### src/rtl/mod_matrix_power_2x2_core_defines.svh
// ----------------------------------------------------------------------------
// mod_matrix_power_2x2_core_defines
// assertion macros shared by the matrix power core
// ----------------------------------------------------------------------------
`ifndef MOD_MATRIX_POWER_2X2_CORE_DEFINES_SVH
`define MOD_MATRIX_POWER_2X2_CORE_DEFINES_SVH
`ifndef ASSERT_OFF
`define MMP_ASSERT(lbl, prop) lbl: assert property (@(posedge clk) disable iff (!arst_n) \
	(prop)) else $error("mmp assertion failed");
`define MMP_ASSERT_IMPL(lbl, ante, cons) lbl: assert property (@(posedge clk) \
	disable iff (!arst_n) (ante) |-> (cons)) else $error("mmp implication failed");
`else
`define MMP_ASSERT(lbl, prop)
`define MMP_ASSERT_IMPL(lbl, ante, cons)
`endif
`endif

### src/rtl/mmp_pkg.sv
// ----------------------------------------------------------------------------
// mmp_pkg
// types and constants of the modular 2x2 matrix power core
// ----------------------------------------------------------------------------
`timescale 1ns / 1ps
package mmp_pkg;
	localparam int WORD_BITS = 32;
	localparam int POW_BITS = 63;
	localparam int PROD_BITS = 2 * WORD_BITS;
	localparam int SUM_BITS = PROD_BITS + 1;
	localparam logic [WORD_BITS-1:0] MODULUS_RESET = WORD_BITS'(32'd1000000007);

	typedef logic [WORD_BITS-1:0] word_t;

	typedef struct packed {
		logic [31:0] entry_00;
		logic [31:0] entry_01;
		logic [31:0] entry_10;
		logic [31:0] entry_11;
		logic [62:0] power;
	} in_beat_t;

	typedef struct packed {
		logic [31:0] out_00;
		logic [31:0] out_01;
		logic [31:0] out_10;
		logic [31:0] out_11;
	} out_beat_t;

	typedef struct packed {
		logic  start;
		word_t a;
		word_t b;
		word_t t;
		word_t m;
	} mr_req_t;

	typedef struct packed {
		logic  busy;
		logic  done;
		word_t result;
	} mr_rsp_t;
endpackage

### src/rtl/mmp_mulred.sv
// ----------------------------------------------------------------------------
// mmp_mulred
// shared multiply-accumulate unit with bit-serial modular reduction
// ----------------------------------------------------------------------------
`timescale 1ns / 1ps
module mmp_mulred (
	input  logic            clk,
	input  logic            arst_n,
	input  mmp_pkg::mr_req_t req,
	output mmp_pkg::mr_rsp_t rsp
);
	import mmp_pkg::*;

	localparam int CNT_BITS = $clog2(SUM_BITS);

	typedef enum logic [4:0] {
		U_IDLE = 5'b00001,
		U_MUL  = 5'b00010,
		U_ADD  = 5'b00100,
		U_DIV  = 5'b01000,
		U_DONE = 5'b10000
	} ustate_t;

	ustate_t state_q;
	word_t a_q, b_q, t_q, m_q, rem_q;
	logic [PROD_BITS-1:0] p_q;
	logic [SUM_BITS-1:0] s_q;
	logic [CNT_BITS-1:0] cnt_q;
	logic [WORD_BITS:0] sh;
	word_t rem_next;

	// one restoring step: remainder stays below the modulus
	always_comb begin
		sh = {rem_q, s_q[SUM_BITS-1]};
		if (sh >= {1'b0, m_q}) begin
			rem_next = WORD_BITS'(sh - {1'b0, m_q});
		end else begin
			rem_next = sh[WORD_BITS-1:0];
		end
	end

	always_ff @(posedge clk or negedge arst_n) begin
		if (!arst_n) begin
			state_q <= U_IDLE;
			cnt_q   <= '0;
		end else begin
			unique case (state_q)
				U_IDLE: if (req.start) state_q <= U_MUL;
				U_MUL:  state_q <= U_ADD;
				U_ADD: begin
					state_q <= (m_q == '0) ? U_DONE : U_DIV;
					cnt_q   <= CNT_BITS'(SUM_BITS - 1);
				end
				U_DIV: begin
					cnt_q <= cnt_q - 1'b1;
					if (cnt_q == '0) state_q <= U_DONE;
				end
				U_DONE: state_q <= U_IDLE;
				default: state_q <= U_IDLE;
			endcase
		end
	end

	always_ff @(posedge clk) begin
		unique case (state_q)
			U_IDLE: begin
				a_q <= req.a;
				b_q <= req.b;
				t_q <= req.t;
				m_q <= req.m;
			end
			U_MUL: p_q <= a_q * b_q;
			U_ADD: begin
				s_q   <= {1'b0, p_q} + {{(SUM_BITS-WORD_BITS){1'b0}}, t_q};
				// zero modulus means reduction by 2^WORD_BITS
				rem_q <= (m_q == '0) ? (p_q[WORD_BITS-1:0] + t_q) : '0;
			end
			U_DIV: begin
				rem_q <= rem_next;
				s_q   <= {s_q[SUM_BITS-2:0], 1'b0};
			end
			U_DONE: ;
			default: ;
		endcase
	end

	assign rsp.busy   = (state_q != U_IDLE);
	assign rsp.done   = (state_q == U_DONE);
	assign rsp.result = rem_q;
endmodule

### src/rtl/mod_matrix_power_2x2_core.sv
// ----------------------------------------------------------------------------
// mod_matrix_power_2x2_core
// modular 2x2 matrix power by right-to-left square-and-multiply
// ----------------------------------------------------------------------------
// channel | direction | handshake          | payload
// in      | sink      | in_valid/in_ready  | in_data (entries, power)
// out     | source    | out_valid/out_ready| out_data (result entries)
// cfg     | sink      | cfg_we             | cfg_wdata (modulus)
//
// each matrix product is 8 multiply-accumulate terms on one shared unit;
// a term runs the 65-step serial reduction, which a zero modulus skips
// a nonzero power runs one squaring product per bit and one more product per set bit,
// counting bits up to the top set bit of power; a zero power goes straight to the result
// reset returns the modulus to 1000000007 and drops any beat in flight
// a result waiting on out_ready does not block the next input beat; the
// next one is held only at its end until the output register frees
// ----------------------------------------------------------------------------
`timescale 1ns / 1ps
`include "mod_matrix_power_2x2_core_defines.svh"
module mod_matrix_power_2x2_core (
	input  logic               clk,
	input  logic               arst_n,
	input  logic               in_valid,
	output logic               in_ready,
	input  mmp_pkg::in_beat_t  in_data,
	output logic               out_valid,
	input  logic               out_ready,
	output mmp_pkg::out_beat_t out_data,
	input  logic               cfg_we,
	input  logic [31:0]        cfg_wdata
);
	import mmp_pkg::*;

	typedef enum logic [4:0] {
		S_IDLE   = 5'b00001,
		S_ISSUE  = 5'b00010,
		S_WAIT   = 5'b00100,
		S_COMMIT = 5'b01000,
		S_FIN    = 5'b10000
	} state_t;

	state_t state_q;
	word_t modulus_q;
	word_t [1:0][1:0] base_q, acc_q, tmp_q;
	logic [POW_BITS-1:0] e_q;
	logic [POW_BITS-1:0] e_shift;
	logic mul_q;      // current product is acc * base, else base * base
	logic [2:0] cnt_q; // {row, col, term}
	word_t t_q;
	logic out_valid_q;
	out_beat_t out_q;
	logic fin_fire;   // result moves into the output register

	mr_req_t req;
	mr_rsp_t rsp;

	logic ri, cj, tk;
	assign ri = cnt_q[2];
	assign cj = cnt_q[1];
	assign tk = cnt_q[0];
	assign e_shift = e_q >> 1;
	assign fin_fire = (state_q == S_FIN) && (!out_valid_q || out_ready);

	// operand select for the current term
	always_comb begin
		req.start = (state_q == S_ISSUE);
		req.a     = mul_q ? acc_q[ri][tk] : base_q[ri][tk];
		req.b     = base_q[tk][cj];
		req.t     = tk ? t_q : '0;
		req.m     = modulus_q;
	end

	mmp_mulred u_mulred (
		.clk    (clk),
		.arst_n (arst_n),
		.req    (req),
		.rsp    (rsp)
	);

	assign in_ready  = (state_q == S_IDLE);
	assign out_valid = out_valid_q;
	assign out_data  = out_q;

	// modulus register, to be written only while idle; the block does not enforce this
	always_ff @(posedge clk or negedge arst_n) begin
		if (!arst_n) begin
			modulus_q <= MODULUS_RESET;
		end else if (cfg_we) begin
			modulus_q <= cfg_wdata[WORD_BITS-1:0];
		end
	end

	// output beat valid: set on a finished item, cleared when taken
	always_ff @(posedge clk or negedge arst_n) begin
		if (!arst_n) begin
			out_valid_q <= 1'b0;
		end else if (fin_fire) begin
			out_valid_q <= 1'b1;
		end else if (out_valid_q && out_ready) begin
			out_valid_q <= 1'b0;
		end
	end

	// sequencer
	always_ff @(posedge clk or negedge arst_n) begin
		if (!arst_n) begin
			state_q     <= S_IDLE;
			cnt_q       <= '0;
		end else begin
			unique case (state_q)
				S_IDLE: if (in_valid) begin
					cnt_q   <= '0;
					state_q <= (in_data.power == '0) ? S_FIN : S_ISSUE;
				end
				S_ISSUE: state_q <= S_WAIT;
				S_WAIT: if (rsp.done) begin
					cnt_q   <= cnt_q + 1'b1;
					state_q <= (cnt_q == 3'd7) ? S_COMMIT : S_ISSUE;
				end
				S_COMMIT: begin
					if (!mul_q && e_shift == '0) state_q <= S_FIN;
					else state_q <= S_ISSUE;
				end
				S_FIN: if (fin_fire) begin
					state_q     <= S_IDLE;
				end
				default: state_q <= S_IDLE;
			endcase
		end
	end

	// matrix registers
	always_ff @(posedge clk) begin
		unique case (state_q)
			S_IDLE: begin
				base_q[0][0] <= in_data.entry_00[WORD_BITS-1:0];
				base_q[0][1] <= in_data.entry_01[WORD_BITS-1:0];
				base_q[1][0] <= in_data.entry_10[WORD_BITS-1:0];
				base_q[1][1] <= in_data.entry_11[WORD_BITS-1:0];
				acc_q[0][0]  <= WORD_BITS'(1);
				acc_q[0][1]  <= '0;
				acc_q[1][0]  <= '0;
				acc_q[1][1]  <= WORD_BITS'(1);
				e_q          <= in_data.power;
				mul_q        <= in_data.power[0];
			end
			S_ISSUE: ;
			S_WAIT: if (rsp.done) begin
				t_q <= rsp.result;
				if (tk) tmp_q[ri][cj] <= rsp.result;
			end
			S_COMMIT: begin
				if (mul_q) begin
					acc_q <= tmp_q;
					mul_q <= 1'b0;
				end else begin
					base_q <= tmp_q;
					e_q    <= e_shift;
					mul_q  <= e_shift[0];
				end
			end
			S_FIN: if (fin_fire) begin
				out_q.out_00 <= 32'(acc_q[0][0]);
				out_q.out_01 <= 32'(acc_q[0][1]);
				out_q.out_10 <= 32'(acc_q[1][0]);
				out_q.out_11 <= 32'(acc_q[1][1]);
			end
			default: ;
		endcase
	end

	// shared unit is free whenever a new beat can be taken
	`MMP_ASSERT_IMPL(a_idle_unit_free, state_q == S_IDLE, !rsp.busy)
	// every reduced term is below a nonzero modulus
	`MMP_ASSERT_IMPL(a_term_reduced, state_q == S_WAIT && rsp.done && modulus_q != '0,
		rsp.result < modulus_q)
	// a zero power goes straight to the result
	`MMP_ASSERT_IMPL(a_zero_power, in_valid && in_ready && in_data.power == '0,
		##1 state_q == S_FIN)
endmodule

### config.mk
export PLATFORM = sky130hd
export DESIGN_NAME = mod_matrix_power_2x2_core
export DESIGN_NICKNAME = d
export VERILOG_FILES = /design/src/rtl/mmp_pkg.sv /design/src/rtl/mmp_mulred.sv /design/src/rtl/mod_matrix_power_2x2_core.sv
export VERILOG_INCLUDE_DIRS = /design/src /design/src/rtl
export SDC_FILE = /design/constraint.sdc
export NUM_CORES = 2
export LEC_CHECK = 0
export BUFFER_PORTS_ARGS = -buffer_cell sky130_fd_sc_hd__buf_2
export CAP_MARGIN = 15
export CORE_ASPECT_RATIO = 0.5
export CORE_MARGIN = 8
export CORE_UTILIZATION = 50
export CTS_BUF_LIST = sky130_fd_sc_hd__clkbuf_16
export CTS_CLUSTER_DIAMETER = 80
export DETAILED_ROUTE_END_ITERATION = 10
export PLACE_DENSITY_LB_ADDON = 0.08
export REMOVE_ABC_BUFFERS = 1
export SLEW_MARGIN = 5
export SYNTH_ARGS = -nofsm -noshare
export SYNTH_HDL_FRONTEND = slang
export SYNTH_HIERARCHICAL = 1
export SYNTH_SLANG_ARGS = --single-unit
### constraint.sdc
create_clock -name clk -period 39.1 [get_ports clk]
set_clock_uncertainty 0.15 [all_clocks]
set_input_delay 3.91 -clock clk [delete_from_list [all_inputs] [get_ports clk]]
set_output_delay 3.91 -clock clk [all_outputs]
set_load 0.01 [all_outputs]
==> key figures <==
Detailed routing
  • Wire per inst: 23.8 um
  • Post-route DRC: 0
  • Vias: about 49000
  • Avg Vias per Cell: around 5.6
  • Drt total wl: 205000 um
  • Router iterations before antenna repair: 8
  • Antenna-violating nets left: 0
  • Iter 0 DRT Violations: 4082

Setup path
  • CP most frequent cell: fa_1
  • Max stage delay on crit path: 1120 ps
  • Critical Path RT: 39350 ps
  • Arrival time at the worst endpoint: 9610 ps
  • Worst path bufs/invs: 2
  • CP Max Fanout: 32
  • CP max stage cell: edfxtp_1
  • Setup CP Type: flip-flop to flip-flop
  • FF-to-FF setup slack: between 20000 and 30000 ps
  • Crit path capture type: flip-flop
  • Crit start category: flip-flop
  • Top delay family on crit path: adder cells
  • Worst path cell trace: and2_1 > fa_1 > fa_1 > fa_1 > inv_1 > fa_1 > inv_1 > fa_1 > fa_1 > fa_1 > fa_1 > ha_1 > a21oi_1 > o21ai_0 > a21oi_1 > o21ai_0 > a41oi_1 > o21ai_1 > a2111oi_0 > nor2_1 > xor2_1

Global routing
  • GR Util met2: 41.9%
  • Initial antenna violation count: 15
  • Largest net degree at the start of global routing: 84
  • GRT overflow: 0
  • First-pass GRT wire length: 315000 um
  • GRT met1 Usage: 34.8%
  • GRT Max-Usage Layer: met2
  • Vias in the first global route: 52500
  • Met3 Use GR: 5.02%
  • All-Layer GR Usage: 25.6%

Logic synthesis
  • Sequential fraction of the synthesis area: around two fifths
  • Cells after Synth: 6385
  • Synth top area cells: edfxtp_1 36%, fa_1 24%, and2_1 6.5%
  • Post-synth EDFFs: 896
  • Synth unique cells: ~90
  • Syn. warnings: 6
  • Syn Area/Cell: approximately 12 um2
  • Synth area leader: edfxtp_1
  • FFs w/ async S/R, synth: 5.58%
  • Yosys top cell area share: about 36%
  • Post-synthesis sequential element count: 949
  • Primary FF master, synth: edfxtp_1
  • Post-Syn Area: 73900 um2

Timing
  • Final Hold Viols: 0
  • Slew @ Worst Pin: 1250 ps
  • Final TNS setup: 0 ps
  • Setup Viol. Count Final: 0
  • Slew headroom: 14.7%
  • Final period util: 23.9%
  • RSZ-0062 raised after global routing: false
  • Slew Limit Fails: 0
  • Fin crit period: 9360 ps
  • Max Clk Rate: 107 MHz

Placement
  • Dpl cells: 8464
  • GPL Wtd Cong: 0.941
  • Buffers on Ports: 357
  • Post-DP HPWL: 150000 um

Clock tree
  • CTS tree: yes
  • Clock latency on the worst-skew pair: 700 ps
  • Root buffer cell: clkbuf_16
  • Clock sink total: 949
  • Hold Buf Count CTS: 0
  • Clock slew at reported path FFs: 70 ps
  • CTS Buffer Depth: 3
  • Post-CTS Setup Repair Bufs: 0
  • CTS Buf Count: 90
  • H-tree depth: 3
  • Cts repair resizes: 0

Die
  • Chip width: about 560 um
  • Die area: 161000 um2
  • Ports: about 360
  • Core area: between 100000 and 150000 um2
  • Die H: 288 um
  • Initial Util: 50.5%
  • Core Rows: 99

Layout
  • NumNets Final: 8048
  • # fillers: 12500
  • Non-filler cells, final: roughly 8600
  • Share of cells above drive strength 1: around an eighth
  • Most common cell after layout, fill and taps aside: inv_1
  • Most frequent cells in the layout: 937 x inv_1, 898 x fa_1, 896 x edfxtp_1, 800 x nand2_1, 769 x and2_1
  • Area delta synth->final: 9.12%

Job
  • Max Cap Viol: 0

Worst hold path
  • Hold crit path type: flip-flop to flip-flop

Outcome
  • Status: finished, final reports clean
==> layer usage <==
| layer | up-vias | part of all wire [%] |
|---|---|---|
| li1 | 21300 | - |
| met5 | - | 0.021 |
| met3 | 359 | 7.3 |
| met4 | 2 | 3.2 |
| met2 | 1782 | 47 |
| met1 | 25000 | 43 |
==> path summary, 6_finish.rpt <==
check	start	endpoint	depth (start not counted)
min	acc_q[102]	out_data[6]	0
max	u_mulred/b_q[7]	u_mulred/p_q[46]	21
min reg2reg	acc_q[102]	out_data[6]	0
max in group asynchronous	arst_n	cnt_q[2]	2
min in group asynchronous	arst_n	modulus_q[21]	2
max reg2reg	u_mulred/b_q[7]	u_mulred/p_q[46]	21
==> stage by stage <==
stage / instance area (um2) / utilization, % / hold slack [ps] / setup WS [ps]
6_report: 80700 / 55.2 / 289 / 29740
5_1_grt: 80700 / 55.2 / 304 / 29580
4_1_cts: 80600 / 55.1 / 293 / 30070
3_5_place_dp: 77700 / 53.1 / 278 / 30140
2_1_floorplan: 72600 / - / 271 / 19280
3_3_place_gp: 77700 / 53.1 / 280 / 30250
==> flip-flops by register name (all words and copies together) (netlist names) <==
register          count
modulus_q            32
u_mulred/rem_q       32
u_mulred/m_q         32
e_q                  62
out_data            128
u_mulred/state_q      5
u_mulred/s_q         65
u_mulred/p_q         64
state_q               5
t_q                  32
u_mulred/cnt_q        7
tmp_q               128
u_mulred/a_q         32
mul_q                 1
out_valid             1
u_mulred/b_q         32
u_mulred/t_q         32
base_q              128
cnt_q                 3
acc_q               128
==> kinds of logic (layout without fill, tap and decap cells) <==
kind of cell | after synthesis | count (layout) | share of synthesized area (%)
buffers and inverters | 1258 | 1538 | 6.45
and+or+nand+nor | 1969 | 1969 | 13.6
adders and majority gates | 1229 | 1229 | 29.9
muxes | 199 | 199 | 4.43
AOI/OAI and AO/OA | 641 | 641 | 5.72
other | 0 | 4 | 0
DFF | 949 | 949 | 38.2
xor gates and xnor gates | 140 | 140 | 1.66
==> cell type report <==
type	count	area [um2]	area share (%)
antenna	4	10.0	0.0124
clock buffer	91	2280	2.82
clock inverter	75	613	0.760
inverter	919	3460	4.29
multi-input combinational	4178	41000	50.8
sequential	949	28300	35.0
tap	1969	2460	3.05
timing repair buffer	453	2590	3.21
==> worst register-to-register path: cells and delay by family (launching register included) <==
family          cells  cell delay (ps)
flops               1             1120
buf+inv             2              100
xor+xnor            1              190
simple gates        2              440
fa+ha+maj           9             4310
compound gates      7             2790
==> cell usage after synthesis, drive strengths merged, types with 6 or more instances <==
library cell,count
nand2b,12
a21oi,143
xor2,52
mux4,96
or3,17
xnor2,88
dfrtp,35
nor2b,19
or4,10
nor4,54
dfstp,18
nand4,47
o22ai,22
o21a,15
nor3,35
a21o,196
and3,18
fa,898
ha,331
o31ai,11
nand3,74
o211ai,20
nand2,802
mux2,67
edfxtp,896
mux2i,36
o21ai,131
and2,771
nor2,87
a211oi,8
nor3b,6
a31oi,18
o21bai,16
inv,918
clkbuf,309
buf,30
Power is not shown: default switching activity piles up to over one toggle a cycle in this logic, so the estimate is an artifact.
